File: config.mk
export PLATFORM = sky130hd
export DESIGN_NAME = midi_byte_to_usb_packet_core
export DESIGN_NICKNAME = d
export VERILOG_FILES = /design/src/rtl/core/mbup_pkg.sv /design/src/rtl/core/mbup_front.sv /design/src/rtl/core/mbup_fifo.sv /design/src/rtl/core/mbup_back.sv /design/src/rtl/core/midi_byte_to_usb_packet_core.sv
export SDC_FILE = /design/constraint.sdc
export NUM_CORES = 1
export LEC_CHECK = 0
export ABC_AREA = 1
export ABC_CLOCK_PERIOD_IN_PS = 2600
export BUFFER_PORTS_ARGS = -buffer_cell sky130_fd_sc_hd__buf_2
export CORE_MARGIN = 2
export CORE_UTILIZATION = 39
export CTS_CLUSTER_DIAMETER = 40
export CTS_CLUSTER_SIZE = 30
export DETAILED_ROUTE_END_ITERATION = 10
export GPL_TIMING_DRIVEN = 0
export PLACE_DENSITY = 0.69
export REMOVE_ABC_BUFFERS = 1
export SYNTH_ARGS = -nofsm -noshare
export SYNTH_HDL_FRONTEND = slang
export SYNTH_SLANG_ARGS = --single-unit
File: constraint.sdc
create_clock -name clk_i -period 2.6 [get_ports clk_i]
set_input_delay 0.26 -clock clk_i [delete_from_list [all_inputs] [get_ports clk_i]]
set_output_delay 0.26 -clock clk_i [all_outputs]
set_load 0.02 [all_outputs]
File: src/rtl/core/mbup_pkg.sv
// ----------------------------------------------------------------------------
// mbup_pkg
// Shared types and constants for the MIDI byte to USB-MIDI packet encoder:
// byte classes, the queue item and the USB-MIDI code index values.
// ----------------------------------------------------------------------------
`default_nettype none

package mbup_pkg;

  // queue sizing
  localparam int unsigned QueueDepth = 2;

  // MIDI byte values
  localparam logic [7:0] SysexStart   = 8'hF0;
  localparam logic [7:0] TimeCodeQtr  = 8'hF1;
  localparam logic [7:0] SongPosition = 8'hF2;
  localparam logic [7:0] SongSelect   = 8'hF3;
  localparam logic [7:0] TuneRequest  = 8'hF6;
  localparam logic [7:0] RealtimeBase = 8'hF8;

  // status high nibbles of the one-data-byte channel messages
  localparam logic [3:0] ProgChangeHi = 4'hC;
  localparam logic [3:0] ChanPressHi  = 4'hD;

  // USB-MIDI code index numbers
  localparam logic [3:0] CinSysCommon2 = 4'h2;
  localparam logic [3:0] CinSysCommon3 = 4'h3;
  localparam logic [3:0] CinSingle1    = 4'h5;
  localparam logic [3:0] CinRealtime   = 4'hF;

  // data bytes still needed by an opened message
  localparam logic [1:0] NeedNone = 2'd0;
  localparam logic [1:0] NeedOne  = 2'd1;
  localparam logic [1:0] NeedTwo  = 2'd2;

  // class of one incoming byte
  typedef enum logic [2:0] {
    KindData,      // data byte, bit 7 clear
    KindRealtime,  // F8..FF, emitted at once
    KindSysex,     // F0, refused
    KindOpen,      // status that opens a message awaiting data
    KindTune,      // F6, emitted at once
    KindDrop       // F4, F5, F7: abandon and drop
  } kind_e;

  // classified byte as it travels from front to back
  typedef struct packed {
    kind_e      kind;
    logic [1:0] need;
    logic [7:0] value;
  } item_t;

endpackage

`default_nettype wire

File: src/rtl/core/mbup_front.sv
// ----------------------------------------------------------------------------
// mbup_front
// Input side: accepts MIDI bytes and classifies each one into a queue item.
// ----------------------------------------------------------------------------
`default_nettype none

module mbup_front (
  input  logic                 in_valid_i,
  input  logic [7:0]           midi_byte_i,
  output logic                 in_stall_o,
  input  logic                 q_full_i,
  output logic                 q_push_o,
  output mbup_pkg::item_t      q_item_o
);

  logic [3:0] hi;

  assign hi = midi_byte_i[7:4];

  // input transfer whenever the queue has room
  assign in_stall_o = q_full_i;
  assign q_push_o   = in_valid_i && !q_full_i;

  // byte classification
  always_comb begin
    q_item_o.kind  = mbup_pkg::KindDrop;
    q_item_o.need  = mbup_pkg::NeedNone;
    q_item_o.value = midi_byte_i;
    if (!midi_byte_i[7]) begin
      q_item_o.kind = mbup_pkg::KindData;
    end else if (midi_byte_i >= mbup_pkg::RealtimeBase) begin
      q_item_o.kind = mbup_pkg::KindRealtime;
    end else if (midi_byte_i == mbup_pkg::SysexStart) begin
      q_item_o.kind = mbup_pkg::KindSysex;
    end else if (midi_byte_i < mbup_pkg::SysexStart) begin
      q_item_o.kind = mbup_pkg::KindOpen;
      q_item_o.need = (hi == mbup_pkg::ProgChangeHi || hi == mbup_pkg::ChanPressHi)
                      ? mbup_pkg::NeedOne : mbup_pkg::NeedTwo;
    end else if (midi_byte_i == mbup_pkg::TimeCodeQtr ||
                 midi_byte_i == mbup_pkg::SongSelect) begin
      q_item_o.kind = mbup_pkg::KindOpen;
      q_item_o.need = mbup_pkg::NeedOne;
    end else if (midi_byte_i == mbup_pkg::SongPosition) begin
      q_item_o.kind = mbup_pkg::KindOpen;
      q_item_o.need = mbup_pkg::NeedTwo;
    end else if (midi_byte_i == mbup_pkg::TuneRequest) begin
      q_item_o.kind = mbup_pkg::KindTune;
    end
  end

endmodule

`default_nettype wire

File: src/rtl/core/mbup_fifo.sv
// ----------------------------------------------------------------------------
// mbup_fifo
// Short flop-based queue between the classifier and the packet builder.
// ----------------------------------------------------------------------------
`default_nettype none

module mbup_fifo #(
  parameter int unsigned Depth = mbup_pkg::QueueDepth
) (
  input  logic            clk_i,
  input  logic            rst_ni,
  input  logic            push_i,
  input  mbup_pkg::item_t push_item_i,
  output logic            full_o,
  output logic            pop_valid_o,
  input  logic            pop_stall_i,
  output mbup_pkg::item_t pop_item_o
);

  localparam int unsigned PtrW = (Depth > 1) ? $clog2(Depth) : 1;
  localparam int unsigned CntW = $clog2(Depth + 1);
  localparam logic [PtrW-1:0] LastPtr = PtrW'(Depth - 1);
  localparam logic [CntW-1:0] FullCnt = CntW'(Depth);

  mbup_pkg::item_t entry_q [Depth];
  logic [PtrW-1:0] wr_ptr_q, wr_ptr_d;
  logic [PtrW-1:0] rd_ptr_q, rd_ptr_d;
  logic [CntW-1:0] count_q, count_d;
  logic            pop;

  assign full_o      = (count_q == FullCnt);
  assign pop_valid_o = (count_q != '0);
  assign pop         = pop_valid_o && !pop_stall_i;
  assign pop_item_o  = entry_q[rd_ptr_q];

  // pointer and count update
  always_comb begin
    wr_ptr_d = wr_ptr_q;
    rd_ptr_d = rd_ptr_q;
    count_d  = count_q;
    if (push_i) begin
      wr_ptr_d = (wr_ptr_q == LastPtr) ? '0 : wr_ptr_q + 1'b1;
    end
    if (pop) begin
      rd_ptr_d = (rd_ptr_q == LastPtr) ? '0 : rd_ptr_q + 1'b1;
    end
    if (push_i && !pop) begin
      count_d = count_q + 1'b1;
    end else if (pop && !push_i) begin
      count_d = count_q - 1'b1;
    end
  end

  always_ff @(posedge clk_i or negedge rst_ni) begin
    if (!rst_ni) begin
      wr_ptr_q <= '0;
      rd_ptr_q <= '0;
      count_q  <= '0;
    end else begin
      wr_ptr_q <= wr_ptr_d;
      rd_ptr_q <= rd_ptr_d;
      count_q  <= count_d;
    end
  end

  // entry storage
  always_ff @(posedge clk_i) begin
    if (push_i) begin
      entry_q[wr_ptr_q] <= push_item_i;
    end
  end

endmodule

`default_nettype wire

File: src/rtl/core/mbup_back.sv
// ----------------------------------------------------------------------------
// mbup_back
// Packet builder: holds the pending message, collects data bytes and
// loads finished USB-MIDI event packets into the output register.
// ----------------------------------------------------------------------------
`default_nettype none

module mbup_back (
  input  logic            clk_i,
  input  logic            rst_ni,
  input  logic            q_valid_i,
  output logic            q_stall_o,
  input  mbup_pkg::item_t q_item_i,
  output logic            out_valid_o,
  input  logic            out_stall_i,
  output logic [3:0]      code_index_o,
  output logic [7:0]      status_byte_o,
  output logic [6:0]      data_first_o,
  output logic [6:0]      data_second_o,
  output logic            sysex_refused_o
);

  logic [7:0] held_q, held_d;
  logic [6:0] first_q, first_d;
  logic [1:0] need_q, need_d;

  logic       out_valid_q, out_valid_d;
  logic [3:0] cin_q;
  logic [7:0] status_q;
  logic [6:0] d1_q;
  logic [6:0] d2_q;
  logic       refused_q;

  logic       pop;
  logic       emit;
  logic [3:0] cin;
  logic [7:0] status;
  logic [6:0] d1;
  logic [6:0] d2;
  logic       refused;
  logic       one_data;
  logic [3:0] held_code;

  // one queue item per cycle while the output register is free or draining
  assign q_stall_o = out_valid_q && out_stall_i;
  assign pop       = q_valid_i && !q_stall_o;

  // message shape from the held status
  assign one_data = (held_q[7:4] == mbup_pkg::ProgChangeHi) ||
                    (held_q[7:4] == mbup_pkg::ChanPressHi) ||
                    (held_q == mbup_pkg::TimeCodeQtr) ||
                    (held_q == mbup_pkg::SongSelect);

  always_comb begin
    if (held_q < mbup_pkg::SysexStart) begin
      held_code = held_q[7:4];
    end else if (held_q == mbup_pkg::SongPosition) begin
      held_code = mbup_pkg::CinSysCommon3;
    end else if (held_q == mbup_pkg::TuneRequest) begin
      held_code = mbup_pkg::CinSingle1;
    end else begin
      held_code = mbup_pkg::CinSysCommon2;
    end
  end

  // pending message update and packet assembly
  always_comb begin
    held_d  = held_q;
    first_d = first_q;
    need_d  = need_q;
    emit    = 1'b0;
    cin     = '0;
    status  = '0;
    d1      = '0;
    d2      = '0;
    refused = 1'b0;
    if (pop) begin
      case (q_item_i.kind)
        mbup_pkg::KindData: begin
          if (need_q == mbup_pkg::NeedNone || held_q == '0) begin
            held_d  = '0;
            first_d = '0;
            need_d  = mbup_pkg::NeedNone;
          end else if (need_q >= mbup_pkg::NeedTwo) begin
            first_d = q_item_i.value[6:0];
            need_d  = mbup_pkg::NeedOne;
          end else begin
            emit    = 1'b1;
            cin     = held_code;
            status  = held_q;
            d1      = one_data ? q_item_i.value[6:0] : first_q;
            d2      = one_data ? 7'd0 : q_item_i.value[6:0];
            held_d  = '0;
            first_d = '0;
            need_d  = mbup_pkg::NeedNone;
          end
        end
        mbup_pkg::KindRealtime: begin
          emit   = 1'b1;
          cin    = mbup_pkg::CinRealtime;
          status = q_item_i.value;
        end
        mbup_pkg::KindSysex: begin
          emit    = 1'b1;
          refused = 1'b1;
          held_d  = '0;
          first_d = '0;
          need_d  = mbup_pkg::NeedNone;
        end
        mbup_pkg::KindOpen: begin
          held_d  = q_item_i.value;
          first_d = '0;
          need_d  = q_item_i.need;
        end
        mbup_pkg::KindTune: begin
          emit    = 1'b1;
          cin     = mbup_pkg::CinSingle1;
          status  = q_item_i.value;
          held_d  = '0;
          first_d = '0;
          need_d  = mbup_pkg::NeedNone;
        end
        default: begin
          held_d  = '0;
          first_d = '0;
          need_d  = mbup_pkg::NeedNone;
        end
      endcase
    end
  end

  // output register valid
  always_comb begin
    out_valid_d = out_valid_q;
    if (pop && emit) begin
      out_valid_d = 1'b1;
    end else if (!out_stall_i) begin
      out_valid_d = 1'b0;
    end
  end

  always_ff @(posedge clk_i or negedge rst_ni) begin
    if (!rst_ni) begin
      held_q      <= '0;
      first_q     <= '0;
      need_q      <= mbup_pkg::NeedNone;
      out_valid_q <= 1'b0;
    end else begin
      held_q      <= held_d;
      first_q     <= first_d;
      need_q      <= need_d;
      out_valid_q <= out_valid_d;
    end
  end

  // packet payload
  always_ff @(posedge clk_i) begin
    if (pop && emit) begin
      cin_q     <= cin;
      status_q  <= status;
      d1_q      <= d1;
      d2_q      <= d2;
      refused_q <= refused;
    end
  end

  assign out_valid_o     = out_valid_q;
  assign code_index_o    = cin_q;
  assign status_byte_o   = status_q;
  assign data_first_o    = d1_q;
  assign data_second_o   = d2_q;
  assign sysex_refused_o = refused_q;

  // a refused sysex packet carries all-zero fields
  a_refused_zero: assert property (@(posedge clk_i) disable iff (!rst_ni)
    out_valid_q && refused_q |->
      cin_q == '0 && status_q == '0 && d1_q == '0 && d2_q == '0)
    else $error("refused packet with nonzero fields");

  // a pending message always has a status byte behind it
  a_need_has_status: assert property (@(posedge clk_i) disable iff (!rst_ni)
    need_q != mbup_pkg::NeedNone |-> held_q[7])
    else $error("data bytes awaited without a held status");

  // never more than two data bytes awaited
  a_need_range: assert property (@(posedge clk_i) disable iff (!rst_ni)
    need_q <= mbup_pkg::NeedTwo)
    else $error("illegal data byte count");

  // a stalled packet is not overwritten by a queue pop
  a_no_pop_on_stall: assert property (@(posedge clk_i) disable iff (!rst_ni)
    out_valid_q && out_stall_i |-> !pop)
    else $error("queue popped while output packet is stalled");

endmodule

`default_nettype wire

File: src/rtl/core/midi_byte_to_usb_packet_core.sv
// ----------------------------------------------------------------------------
// midi_byte_to_usb_packet_core
// Encodes a raw MIDI byte stream into USB-MIDI 1.0 event packets, cable 0.
// ----------------------------------------------------------------------------
// Path: the byte that ends a packet is stored in the classifier queue, then
// loaded into the packet builder output register.
// Throughput: one byte per cycle while the queue has room; the builder takes
// one queued byte each cycle while the output register is free or draining.
// Reset: asynchronous, active low; clears the pending message, the queue and
// the output valid.
`default_nettype none

module midi_byte_to_usb_packet_core #(
  parameter int unsigned QueueDepth = mbup_pkg::QueueDepth
) (
  input  logic       clk_i,
  input  logic       rst_ni,
  input  logic       in_valid_i,
  output logic       in_stall_o,
  input  logic [7:0] midi_byte_i,
  output logic       out_valid_o,
  input  logic       out_stall_i,
  output logic [3:0] code_index_o,
  output logic [7:0] status_byte_o,
  output logic [6:0] data_first_o,
  output logic [6:0] data_second_o,
  output logic       sysex_refused_o
);

  logic            q_full;
  logic            q_push;
  mbup_pkg::item_t q_push_item;
  logic            q_valid;
  logic            q_stall;
  mbup_pkg::item_t q_pop_item;

  // byte classifier
  mbup_front u_front (
    .in_valid_i  (in_valid_i),
    .midi_byte_i (midi_byte_i),
    .in_stall_o  (in_stall_o),
    .q_full_i    (q_full),
    .q_push_o    (q_push),
    .q_item_o    (q_push_item)
  );

  // decoupling queue
  mbup_fifo #(
    .Depth (QueueDepth)
  ) u_fifo (
    .clk_i       (clk_i),
    .rst_ni      (rst_ni),
    .push_i      (q_push),
    .push_item_i (q_push_item),
    .full_o      (q_full),
    .pop_valid_o (q_valid),
    .pop_stall_i (q_stall),
    .pop_item_o  (q_pop_item)
  );

  // packet builder and output register
  mbup_back u_back (
    .clk_i           (clk_i),
    .rst_ni          (rst_ni),
    .q_valid_i       (q_valid),
    .q_stall_o       (q_stall),
    .q_item_i        (q_pop_item),
    .out_valid_o     (out_valid_o),
    .out_stall_i     (out_stall_i),
    .code_index_o    (code_index_o),
    .status_byte_o   (status_byte_o),
    .data_first_o    (data_first_o),
    .data_second_o   (data_second_o),
    .sysex_refused_o (sysex_refused_o)
  );

endmodule

`default_nettype wire
==> results.md <==
- Cell mode on critical path: nand2_4
- Synth Flop Type: edfxtp_1
- Clk buf depth: 2
- Pre-CTS setup slack: -725 ps
- Drt pass-1 iters: 5
- Cell Chain, Critical Path: inv_2 -> nand2_2 -> nand2_4 -> nand2_4 -> nor2_8 -> nand4_2 -> nand3_4
- Avg Inst Size Synth: 10.7 um^2
- Worst Hold Path EP: u_fifo.entry_q[0][6]
- R2R depth: 7
- Chip Height: 99.3 um
- RePlAce Congestion: 0.846
- Post-synth EDFFs: 53
- # Post-CTS Setup Buffers: 0
- Final ANT Viol Nets: 0
- Flop pwr share: 0.391
- Post-synthesis async set-or-reset flop share: 0.293
- Worst setup EP type: flop
- Synth Register Bits: 75
- R2R Setup Slk: 230 ps
- Cell Area, Synth: 3540 um^2
- Via density: 5.17
- Routed WL: 7150 um
- Placed cell areas: 3840 um^2
- Total die area: 9870 um^2
- Layout Nets: 390
- Startpoint type of the worst setup path: flop
- Post-synth cell types: 39
- CTS tree: done
- Hpwl dp: 5030 um
- Worst-path clk slew: 70 ps
- Worst reg2reg path startpoint: u_fifo.rd_ptr_q
- Fraction of layout cells with a size suffix above 1: 0.236
- H-tree Lvls: 3
- First-pass GRT wire length: 11800 um
- Layout fillers: 821
- Vias in the first global route: 2407
- Switching power share of the total: 0.427
- Yosys top cell by area: edfxtp_1
- Slew Limit Fails: 0
- Post-route DRC violation count: 0
- Max-cap violations: 0
- Clock Sinks: 75
- Inserted Diodes: 0
- PnR worst setup slack: 231 ps
- GR Util All Layers: 0.154
- YS warnings: 0
- Fraction of the cycle the final worst path needs: 0.911
- CTS Root Cell: clkbuf_8
- Clk pwr share: 0.184
- Worst EP required: 2630 ps
- Hold Path Depth: 1
- Buffers & Inverters on Critical Path: 1
- Grt ovf: 0
- Iter 0 DRT Violations: 133
- Max frequency: 422 MHz
- Initial Util: 0.404
- WL/cell: 14.6 um
- Peak supply drop: 0.000520 V
- Clk_lat worst skew: 340 ps
- Final setup vio count: 0
- Status: finished clean
- Setup Skew: 6.72 ps
- Chip Width: 99.3 um
- Top post-synthesis cells by area: edfxtp_1 (45%), dfrtp_1 (16%), nand2_1 (6.7%), a21oi_1 (3.4%), inv_1 (3.3%)
- Cell internal pwr: 2.96 mW
- Area growth, synth to finish: 15.4%
- Pwr Density: 1260 nW/um^2
- Worst Min Path Start: midi_byte_i[6]
- Post-Synthesis Cells: 330
- NetSw: 2.21 mW
- Synth top area share: 0.449
- Critical Path Max Stage Delay: 550 ps
- Port-buffer cells: 40
- Tightest Hold Check Type: in -> reg
- Cts bufs inserted: 9
- Largest net degree at the start of global routing: 28
- Slew of the pin with the lowest slew margin: 1100 ps
- Post-layout util: 0.467
- Crit path max fanout: 18
- Register area share after synthesis: 0.604
- Row count: 34
- Hold Fails Final Rpt: 0
- Final min period: 2370 ps
- Final Cell Area: 4090 um^2
- CP top delay family: simple AND/OR/NAND/NOR gates
- Leakage: 1.66 nW
- Core area: 8760 um^2
- Combinational group share of total power: 0.425
- Slowest library cell on the worst path: dfrtp_2
- Via Count: 2531
- Relative slew margins: 0.263
- Crit path DAT: 2400 ps
- Antenna violations before repair: 0
- RSZ-0062 raised after global routing: false
- R2r endpoint: u_back.status_byte_o[0]
- Crit path kind: reg -> reg
- I/O pins: 41
## how the worst max path moves through the flow
stage                     slack (ps)       startpoint  depth (start not counted)                      end
final                            230  u_fifo.rd_ptr_q                          7  u_back.status_byte_o[0]
after detailed placement        -720  u_fifo.rd_ptr_q                          7  u_back.data_second_o[5]
after global routing              60  u_fifo.rd_ptr_q                          7  u_back.status_byte_o[0]
after CTS                         40  u_fifo.rd_ptr_q                          7   u_back.data_first_o[2]
after floorplan                  100  u_fifo.rd_ptr_q                          7   u_back.code_index_o[0]
after global placement          -470  u_fifo.rd_ptr_q                          7   u_back.data_first_o[1]
## flip-flops by register name (all words and copies together), names as in the netlist
signal and count:
u_fifo.entry_q 26, u_back.held_q 8, u_back.status_byte_o 8, u_back.data_first_o 7
u_back.data_second_o 7, u_back.first_q 7, u_back.code_index_o 4, u_back.need_q 2
u_fifo.count_q 2, u_back.out_valid_o 1, u_back.sysex_refused_o 1, u_fifo.rd_ptr_q 1
u_fifo.wr_ptr_q 1
## cells in the mapped netlist, types with 2 or more instances
cell type,count
buf_2,3
nand4_1,12
edfxtp_1,53
a21oi_1,24
o21ai_4,2
o21ai_2,2
o21ai_1,17
xor2_1,2
or2_0,3
nor2_4,2
inv_2,4
buf_6,2
nand3_1,7
nand3_4,2
o211ai_1,7
nor2_8,3
or2_1,3
inv_1,31
nand2_1,63
nand2_2,3
or2_2,2
nand2_4,5
o21a_1,7
nor2_1,25
dfrtp_1,22
nor2_2,4
nor3_1,4
o21ai_0,5
## power by group through the flow
| stage | Combinational, mW | Clock [mW] | Sequential [mW] |
|---|---|---|---|
| final | 2.19 | 0.950 | 2.02 |
| after global routing | 2.40 | 1.03 | 2.07 |
| after CTS | 2.17 | 0.973 | 2.03 |
| after detailed placement | 2.15 | 0 | 2.07 |
| after global placement | 2.09 | 0 | 2.05 |
| after floorplan | 1.27 | 0 | 2.32 |
## cells by family after synthesis
kind of cell / synth area share
XOR/XNOR: 0.00741
adder cells (fa/ha/maj): 0.00353
buffers and inverters: 0.0515
AO/OA/AOI/OAI: 0.112
AND/OR/NAND/NOR: 0.222
flip-flops: 0.604
## area by class of cell
class | instances | area, um^2 | area share
clock buffers | 11 | 131 | 0.0321
clock inverters | 5 | 77.6 | 0.0190
inverters | 37 | 141 | 0.0346
multi-input cells | 213 | 1250 | 0.306
flip-flops and latches | 75 | 2140 | 0.524
well taps | 108 | 135 | 0.0330
repair buffers | 41 | 210 | 0.0514
## placed cells by master (no fill, tap or decap), types with 3 or more instances in the layout
cell type / count
nand2_1: 63
edfxtp_1: 53
buf_2: 40
inv_1: 31
nor2_1: 25
a21oi_1: 24
dfrtp_1: 21
o21ai_1: 17
nand4_1: 12
clkbuf_8: 9
o21a_1: 7
o211ai_1: 7
nand3_1: 6
o21ai_0: 5
nand2_4: 5
nor3_1: 4
inv_2: 4
nor2_2: 4
nand3_4: 4
nand2_2: 3
nor2_8: 3
or2_1: 3
or2_0: 3
## repair_timing
action / in CTS / in global routing
cloned: 0 / 1
setup endpoints to repair: 27 / 27
hold buffers: 1 / 0
pin swaps: 0 / 1
resized for setup: 2 / 2
hold endpoints to repair: 22 / 0
## stage by stage
step	total power [mW]	TNS, ps	hold slack, ps	std cells
2_1_floorplan	3.60	0	-35.6	324
3_3_place_gp	4.14	-12740	260	472
3_5_place_dp	4.22	-19530	262	472
4_1_cts	5.18	0	106	489
5_1_grt	5.50	0	112	490
6_report	5.16	0	121	490
## metal layers
metal / vias up / share of wire / GRT usage
li1: 1224 / - / -
met1: 1208 / 0.42 / 0.195
met2: 87 / 0.49 / 0.244
met3: 12 / 0.070 / 0.0527
met4: 0 / 0.019 / 0.0580
met5: - / 0 / 0
Note: power is estimated with default switching activity, not from simulation.
